--- src/rtl/core/ptik_pkg.sv ---
`default_nettype none
package ptik_pkg;

    localparam int TABLE_LEN = 24;
    localparam int CFG_INDEX_BITS = 2;
    localparam logic [CFG_INDEX_BITS-1:0] REG_HOME_X = 2'd0;
    localparam logic [CFG_INDEX_BITS-1:0] REG_HOME_Y = 2'd1;
    localparam logic [CFG_INDEX_BITS-1:0] REG_PLANE_DISTANCE = 2'd2;
    localparam logic [63:0] INVGAIN_Q32 = 64'd2608131496;
    localparam logic [63:0] DEG_PER_RAD_Q32 = 64'd246083499208;

    typedef struct packed {
        logic [11:0] target_x;
        logic [11:0] target_y;
    } request_t;

    typedef struct packed {
        logic [7:0] pan_command;
        logic [7:0] tilt_command;
        logic       clipped;
    } result_t;

    function automatic logic [31:0] atan_q32(input int i);
        logic [31:0] t;
        begin
            t = 32'd0;
            unique case (i)
                0: t = 32'd3373259426;
                1: t = 32'd1991351318;
                2: t = 32'd1052175346;
                3: t = 32'd534100635;
                4: t = 32'd268086748;
                5: t = 32'd134174063;
                6: t = 32'd67103404;
                7: t = 32'd33553749;
                8: t = 32'd16777131;
                9: t = 32'd8388597;
                10: t = 32'd4194303;
                11: t = 32'd2097152;
                12: t = 32'd1048576;
                13: t = 32'd524288;
                14: t = 32'd262144;
                15: t = 32'd131072;
                16: t = 32'd65536;
                17: t = 32'd32768;
                18: t = 32'd16384;
                19: t = 32'd8192;
                20: t = 32'd4096;
                21: t = 32'd2048;
                22: t = 32'd1024;
                default: t = 32'd512;
            endcase
            return t;
        end
    endfunction

    function automatic logic [63:0] q32_to_qf(input logic [63:0] t, input int f);
        begin
            return (t + (64'd1 << (31 - f))) >> (32 - f);
        end
    endfunction

endpackage
`default_nettype wire

--- src/rtl/core/ptik_command.sv ---
`default_nettype none
module ptik_command #(
    parameter int W = 48,
    parameter int FRAC = 16
) (
    input  wire logic         clk,
    input  wire logic signed [W-1:0] rad,
    output logic [7:0]        command_reg,
    output logic              clip_reg
);

    localparam logic [63:0] DPR_Q = ptik_pkg::q32_to_qf(ptik_pkg::DEG_PER_RAD_Q32, FRAC);
    localparam int RW = W - FRAC + 8;
    localparam int DW = RW + FRAC + 9;
    localparam logic signed [DW-1:0] LIMIT = DW'(60) <<< FRAC;

    logic signed [RW-1:0] rad_n;
    logic signed [DW-1:0] prod_reg;
    logic signed [DW-1:0] prod_next;
    logic signed [DW-1:0] deg;
    logic signed [DW-1:0] scaled_reg;
    logic signed [DW-1:0] scaled_next;
    logic [1:0]          sat_reg;
    logic [1:0]          sat_next;
    logic [DW-1:0]        quot;

    assign rad_n = RW'(rad);
    assign prod_next = DW'(rad_n) * DW'($signed({1'b0, DPR_Q[FRAC+6:0]}));
    assign deg = prod_next >>> FRAC;

    always_ff @(posedge clk)
    begin
        prod_reg <= deg;
    end

    // The span of 255 codes over 120 degrees is exactly 17/8 codes per degree.
    always_comb
    begin
        sat_next = 2'b00;
        scaled_next = (prod_reg + LIMIT) * DW'(17);
        if (prod_reg < -LIMIT)
        begin
            sat_next = 2'b01;
        end
        else if (prod_reg > LIMIT)
        begin
            sat_next = 2'b10;
        end
    end

    always_ff @(posedge clk)
    begin
        scaled_reg <= scaled_next;
        sat_reg <= sat_next;
    end

    assign quot = scaled_reg >>> (FRAC + 3);

    always_ff @(posedge clk)
    begin
        clip_reg <= |sat_reg;
        unique case (sat_reg)
            2'b01: command_reg <= 8'd0;
            2'b10: command_reg <= 8'd255;
            default: command_reg <= quot[7:0];
        endcase
    end

endmodule
`default_nettype wire

--- config.mk ---
export PLATFORM = sky130hd
export DESIGN_NAME = ptik_command
export DESIGN_NICKNAME = d
export VERILOG_FILES = /design/src/rtl/core/ptik_pkg.sv /design/src/rtl/core/ptik_command.sv
export SDC_FILE = /design/constraint.sdc
export NUM_CORES = 1
export LEC_CHECK = 0
export BUFFER_PORTS_ARGS = -buffer_cell sky130_fd_sc_hd__clkbuf_2
export CAP_MARGIN = 20
export CORE_MARGIN = 2
export CORE_UTILIZATION = 70
export CTS_BUF_LIST = sky130_fd_sc_hd__clkbuf_16
export DETAILED_ROUTE_END_ITERATION = 6
export GPL_ROUTABILITY_DRIVEN = 0
export GPL_TIMING_DRIVEN = 0
export HOLD_SLACK_MARGIN = 0.02
export PLACE_DENSITY = 0.86
export SLEW_MARGIN = 25
export SYNTH_ARGS = -nofsm -noshare
export SYNTH_HDL_FRONTEND = slang
export SYNTH_SLANG_ARGS = --single-unit
--- constraint.sdc ---
create_clock -name clk -period 16 [get_ports clk]
set_input_delay 2.4 -clock clk [delete_from_list [all_inputs] [get_ports clk]]
set_output_delay 2.4 -clock clk [all_outputs]
set_load 0.01 [all_outputs]
==> results of run 1 <==
worst max-delay path, stage by stage:
cell and delay (ps):
clkbuf_2 250, ha_1 430, fa_1 510, fa_1 590
inv_1 70, fa_1 530, inv_1 60, fa_1 520
fa_1 540, inv_1 50, fa_1 600, inv_1 70
ha_1 400, a21oi_1 230, o21bai_1 90, a21oi_1 280
a211oi_1 130, o311ai_0 610, o41a_2 310, o21ai_2 80
a221o_1 350, xnor2_1 140
cell families after synthesis:
| kind of cell | Yosys count |
|---|---|
| adder cells (fa/ha/maj) | 727 |
| buffers and inverters | 699 |
| AO/OA/AOI/OAI | 246 |
| AND/OR/NAND/NOR | 218 |
| XOR/XNOR | 92 |
| flip-flops | 66 |
| multiplexers | 7 |
per-stage QoR:
stage               instance area, sq um  util (%)  std cells  hold slack [ps]  setup WS [ps]
global route                       20600      74.5       2498              471           6690
finish                             20600      74.5       2498              435           6960
CTS                                20600      74.5       2498              441           6990
global placement                   20200      73.3       2482              438           6760
detailed placement                 20200      73.3       2482              434           6680
floorplan                          19500         -       2055              415           7860
synth_stat cells, types with 3 or more instances:
cell	instances
ha_1	339
xor2_1	39
a211oi_1	8
inv_1	673
xnor2_1	53
nand2_1	66
buf_2	4
mux2i_1	7
nand4_1	27
o31ai_1	4
or3_1	3
o21ai_0	44
fa_1	388
nand2b_1	6
nor4_1	14
and4_1	5
nand3_1	13
nor2_1	42
clkbuf_1	20
o21a_1	6
a221o_1	3
a21o_1	31
a31oi_1	12
o21bai_1	16
o211ai_1	3
nor2b_1	6
dfxtp_1	66
and2_1	6
nor3_1	14
o311ai_0	3
and3_1	10
a21boi_0	3
a21oi_1	80
how the worst max path moves through the flow:
stage                         to     from  cells after the start  slack, ps
floorplan           prod_reg[46]  rad[22]                     20       7860
global placement    prod_reg[46]  rad[39]                     24       6760
detailed placement  prod_reg[46]  rad[39]                     24       6680
finish              prod_reg[46]  rad[10]                     22       6960
CTS                 prod_reg[46]  rad[39]                     24       6990
global route        prod_reg[46]  rad[39]                     24       6690
area by class of cell:
class	instances	area (sq um)
multi-input cells	1290	15600
fillers	1836	7050
inverters	673	2530
flip-flops and latches	66	1320
well taps	378	473
repair buffers	49	245
clock buffers	9	225
plain buffers	26	110
clock inverters	7	109
metal layers:
| layer | part of all wire (%) | GRT usage [%] |
|---|---|---|
| met5 | 0 | 0 |
| met3 | 7.9 | 6.43 |
| met1 | 38 | 43.6 |
| met4 | 4.6 | 13.9 |
| met2 | 49 | 60.8 |
==> results.toml, run 1 <==
[floorplan]
core_area_sq_mm = 0.0276
start_util_pct = 70.7
ioPinCount = 58
dieArea_sq_mm = 0.0292
rows = 61
die_h_um = 171
dieWidth_um = 171

[clock_network]
clkSlewWorstSetupHoldPaths_ps = 50
cts-htree-levels = 3
clock_sinks = 66
cts_max_path_buffers = 2
post-cts-setup-buffer-count = 0
cts_made_buffers = 9
cts_tree = "yes"
cts_resized = 0
hold_buffers = 0
clockRootBuffer = "clkbuf_16"
clock_latency_ps = 320

[timing]
tightest_slew_ps = 923
fmax_mhz = 111
hold_viol = 0
drv_slew = 0
rsz0062_at_grt = "false"
slew_headroom_pct = 38.5
min_period_ps = 9040
report.final.setup_viol = 0
finalSetupTns_ps = 0
period_share_pct = 56.5
skew_ps = 6.39

[detailed_routing]
vias = 14400
viasPerCell = 5.77
drt_iter0_markers = 1416
wl_per_cell_um = 19.0
first_pass_iters = 6
drc = 0
postRouteAntennaNets = 0
routed_wl_mm = 47.6

[synthesis]
synth_xor_xnor_area_share_pct = 4.13
synth_top_area_share_pct = 39.8
ys.flop_type = "dfxtp_1"
syn-num-nets = 2831
synth_top_area_cell = "fa_1"
ys_seq_area_share_pct = 6.77
synth_compound_area_share_pct = 8.23
synth_area_sq_mm = 0.0195
synth_top_family_by_area = "adder cells"
ys_types = 66
postSynthAreaPerCell_sq_um = 9.50
synth_area_leaders = "fa_1 40%, ha_1 22%, inv_1 13%"
synthArstFlopShare_pct = 0
yosys.area_share.simple_pct = 5.53
yosys_warnings = 0
yosys.area_share.adder_pct = 61.5
ys_ff_latch = 66
syn_inst = 2055
synth-edff-count = 0
muxShareOfSynthArea_pct = 0.359

[layout]
fin_nets = 2891
antennaDiodeCount = 0
area_delta_synth_final_pct = 5.39
layout_common_cells = "673 x inv_1, 388 x fa_1, 339 x ha_1"
largest_register_ffs = 47
layout_commonest_cell = "inv_1"
drive_gt1_share_pct = 3.82

[worst_setup_path]
path_class = "input pin to register"
rr_worst_depth = 12
ff2ff_setup_slack_ps = 12430
required_ps = 16200
worst_r2r_endpoint = "scaled_reg[25]"
r2r-start = "prod_reg[12]"
critPathMaxFanout = 8
cp-start-kind = "input pin"
cp-end-kind = "register"
cp.arrival_ps = 9240

[placement]
dpl.hpwl_mm = 41.9
io_buffers = 49

[min_path]
worst_hold_path_type = "register to register"
whs_path_depth = 2
min-delay-start = "scaled_reg[20]"
min_to = "command_reg[1]"

[grt]
grt_pass1_wl_mm = 79.4
grt-ovfl-total = 0
track_usage_pct = 35.1
grt_pass1_vias = 16100
grt_max_degree = 27
antenna_found_initial = 0

[status]
status = "finished, final reports clean"

[flow_run]
cap_violations = 0
Power of run 1 is not shown: default switching activity piles up to over one toggle a cycle in this logic, so the estimate is an artifact.
==> inputs of run 2 (changes only) <==
--- a/config.mk
+++ b/config.mk
@@ -5,16 +5,17 @@
 export SDC_FILE = /design/constraint.sdc
 export NUM_CORES = 1
 export LEC_CHECK = 0
+export ABC_AREA = 1
 export BUFFER_PORTS_ARGS = -buffer_cell sky130_fd_sc_hd__clkbuf_2
 export CAP_MARGIN = 20
 export CORE_MARGIN = 2
-export CORE_UTILIZATION = 70
+export CORE_UTILIZATION = 67
 export CTS_BUF_LIST = sky130_fd_sc_hd__clkbuf_16
 export DETAILED_ROUTE_END_ITERATION = 6
 export GPL_ROUTABILITY_DRIVEN = 0
 export GPL_TIMING_DRIVEN = 0
 export HOLD_SLACK_MARGIN = 0.02
-export PLACE_DENSITY = 0.86
+export PLACE_DENSITY = 0.83
 export SLEW_MARGIN = 25
 export SYNTH_ARGS = -nofsm -noshare
 export SYNTH_HDL_FRONTEND = slang
==> constraint.sdc (replaced) <==
create_clock -name clk -period 8.9 [get_ports clk]
set_input_delay 1.335 -clock clk [delete_from_list [all_inputs] [get_ports clk]]
set_output_delay 1.335 -clock clk [all_outputs]
set_load 0.01 [all_outputs]
==> run 2 against run 1 <==
Net effect:
- synthesized area up 13%
- worst hold slack worse by 5.4 ps
- global-route usage up 0.25 points
- critical path depth up 2
- routed wire length up 18%
- highest routed layer unchanged
- final cell count up 36%
- design area up 13%
- utilization down 3.2 points
==> results.toml, run 2 <==
[grt]
grt_pass1_wl_mm = 94.7
track_usage_pct = 35.3
antenna_found_initial = 0
grt-ovfl-total = 0
grt_max_degree = 27
grt_pass1_vias = 19600

[timing]
drv_slew = 0
fmax_mhz = 140
period_share_pct = 80.2
report.final.setup_viol = 0
hold_viol = 0
tightest_slew_ps = 921
fin_hold_ws_ps = 430
skew_ps = 6.59
min_period_ps = 7130
rsz0062_at_grt = "false"
finalSetupTns_ps = 0
slew_headroom_pct = 38.6

[worst_setup_path]
cp-end-kind = "register"
cpMaxStageDelayCell = "ha_1"
path_class = "input pin to register"
cp_top_family = "adder cells"
crit_top_cell = "inv_1"
required_ps = 9120
cp-start-kind = "input pin"
crit_chain = "clkbuf_2, ha_1, inv_1, fa_1, inv_1, fa_1, inv_1, fa_1, inv_1, fa_1, fa_1, inv_1, fa_1, inv_1, ha_1, nand2_1, nor2_1, inv_1, nor2_2, nand2_1, nor3_2, nand2_1, nand4_1, nand2_1"
crit_path_max_incr_delay_ps = 570
cp.arrival_ps = 7350
cp_num_buf_inv = 8
critPathMaxFanout = 26

[placement]
io_buffers = 49
dpl.hpwl_mm = 50.5
place_area_sq_mm = 0.0229

[detailed_routing]
viasPerCell = 5.33
drt_iter0_markers = 1102
first_pass_iters = 7
vias = 18100
postRouteAntennaNets = 0
wl_per_cell_um = 16.5
routed_wl_mm = 56.0
drc = 0

[synthesis]
synth_top_family_by_area = "adder cells"
synth_xor_xnor_area_share_pct = 2.02
synth-edff-count = 0
syn_inst = 2887
yosys.area_share.adder_pct = 54.2
ys_seq_area_share_pct = 5.97
synth_area_leaders = "fa_1 35%, ha_1 19%, inv_1 16%"
ys_ff_latch = 66
synth_top_area_share_pct = 35.1
ys.flop_type = "dfxtp_1"
yosys_warnings = 0
synth_compound_area_share_pct = 3.48
muxShareOfSynthArea_pct = 0
synth.most_common_cell = "inv_1"
syn-num-nets = 3663
postSynthAreaPerCell_sq_um = 7.67
synth_top_area_cell = "fa_1"
ys_types = 34
synthArstFlopShare_pct = 0
synthTopCellsByCount = "960 x inv_1, 624 x nand2_1, 388 x fa_1"
yosys.area_share.simple_pct = 17.8
synth_area_sq_mm = 0.0221

[floorplan]
core_area_sq_mm = 0.0325
dieWidth_um = 186
start_util_pct = 68.1
rows = 66
dieArea_sq_mm = 0.0345
die_h_um = 186
ioPinCount = 58

[clock_network]
cts_resized = 0
post-cts-setup-buffer-count = 0
clock_latency_ps = 330
cts_max_path_buffers = 2
cts-htree-levels = 3
hold_buffers = 0
clock_sinks = 66
clkSlewWorstSetupHoldPaths_ps = 50
cts_made_buffers = 9
cts_tree = "yes"
clockRootBuffer = "clkbuf_16"

[layout]
fin_nets = 3723
layout_common_cells = "960 x inv_1, 624 x nand2_1, 388 x fa_1"
area_delta_synth_final_pct = 4.72
antennaDiodeCount = 0
fin_area_sq_mm = 0.0232
drive_gt1_share_pct = 3.83
largest_register_ffs = 47
layout_commonest_cell = "inv_1"

[flow_run]
cap_violations = 0

[status]
status = "finished, final reports clean"

[min_path]
worst_hold_path_type = "register to register"
run 2: cell count changes in the layout (fill, tap and decap cells not counted), sizes merged, moves of 11 or more:
cell / delta
nand2: +568
inv: +293
nor2: +82
nand3: +72
xnor2: -46
a21o: -21
clkbuf: -20
a21oi: -11
o21ai: -11
run 2: logic make-up (layout without fill, tap and decap cells):
family,count (synthesis),after routing
buf+inv,970,1032
fa+ha+maj,727,727
compound gates,138,138
simple gates,935,935
flops,66,66
xor+xnor,51,51
run 2: worst register-to-register path, cell delays in order, from the launching register on:
cell and delay, ps:
dfxtp_1 330, inv_1 110, ha_1 280, nand3_1 100
nand2_1 70, nor2_1 190, xor2_1 180, ha_1 260
ha_1 310, ha_1 370, inv_1 120, nor3_1 320
nand2_1 130, nor2_1 110, o21ai_0 190, nand4_1 160
nand2_1 50
run 2: final timing paths:
check / from / to / slack (ps) / depth (start not counted)
worst min register to register: scaled_reg[20] / command_reg[1] / 430 / 2
worst max-delay path: rad[39] / prod_reg[32] / 1770 / 24
worst min-delay path: scaled_reg[20] / command_reg[1] / 430 / 2
worst max register to register: prod_reg[18] / scaled_reg[25] / 5520 / 16
run 2: final cells by class:
type                       instances  area [sq um]
multi-input combinational       1851         17200
clock inverter                     4          22.5
sequential                        66          1320
tap                              442           553
inverter                         967          3630
buffer                             3          17.5
fill                            2555          9350
clock buffer                       9           225
timing repair buffer              49           245
run 2: through the flow:
step | setup slack (ps) | instances | utilization [%]
final | 1770 | 3391 | 71.3
after global routing | 1430 | 3391 | 71.3
after CTS | 1790 | 3391 | 71.3
after detailed placement | 1460 | 3378 | 70.5
after global placement | 1520 | 3378 | 70.5
after floorplan | 2660 | 2887 | -
run 2: metal layers:
layer / part of all wire, % / up-vias / routed length (um) / track usage (%)
met5: 0 / - / 0 / 0
met4: 5.6 / 0 / 3150 / 16.9
met3: 6.8 / 217 / 3790 / 5.05
met2: 48 / 763 / 27000 / 62.3
met1: 39 / 8527 / 22000 / 42.5
li1: - / 8575 / - / -
Power of run 2 is left out for the same reason.
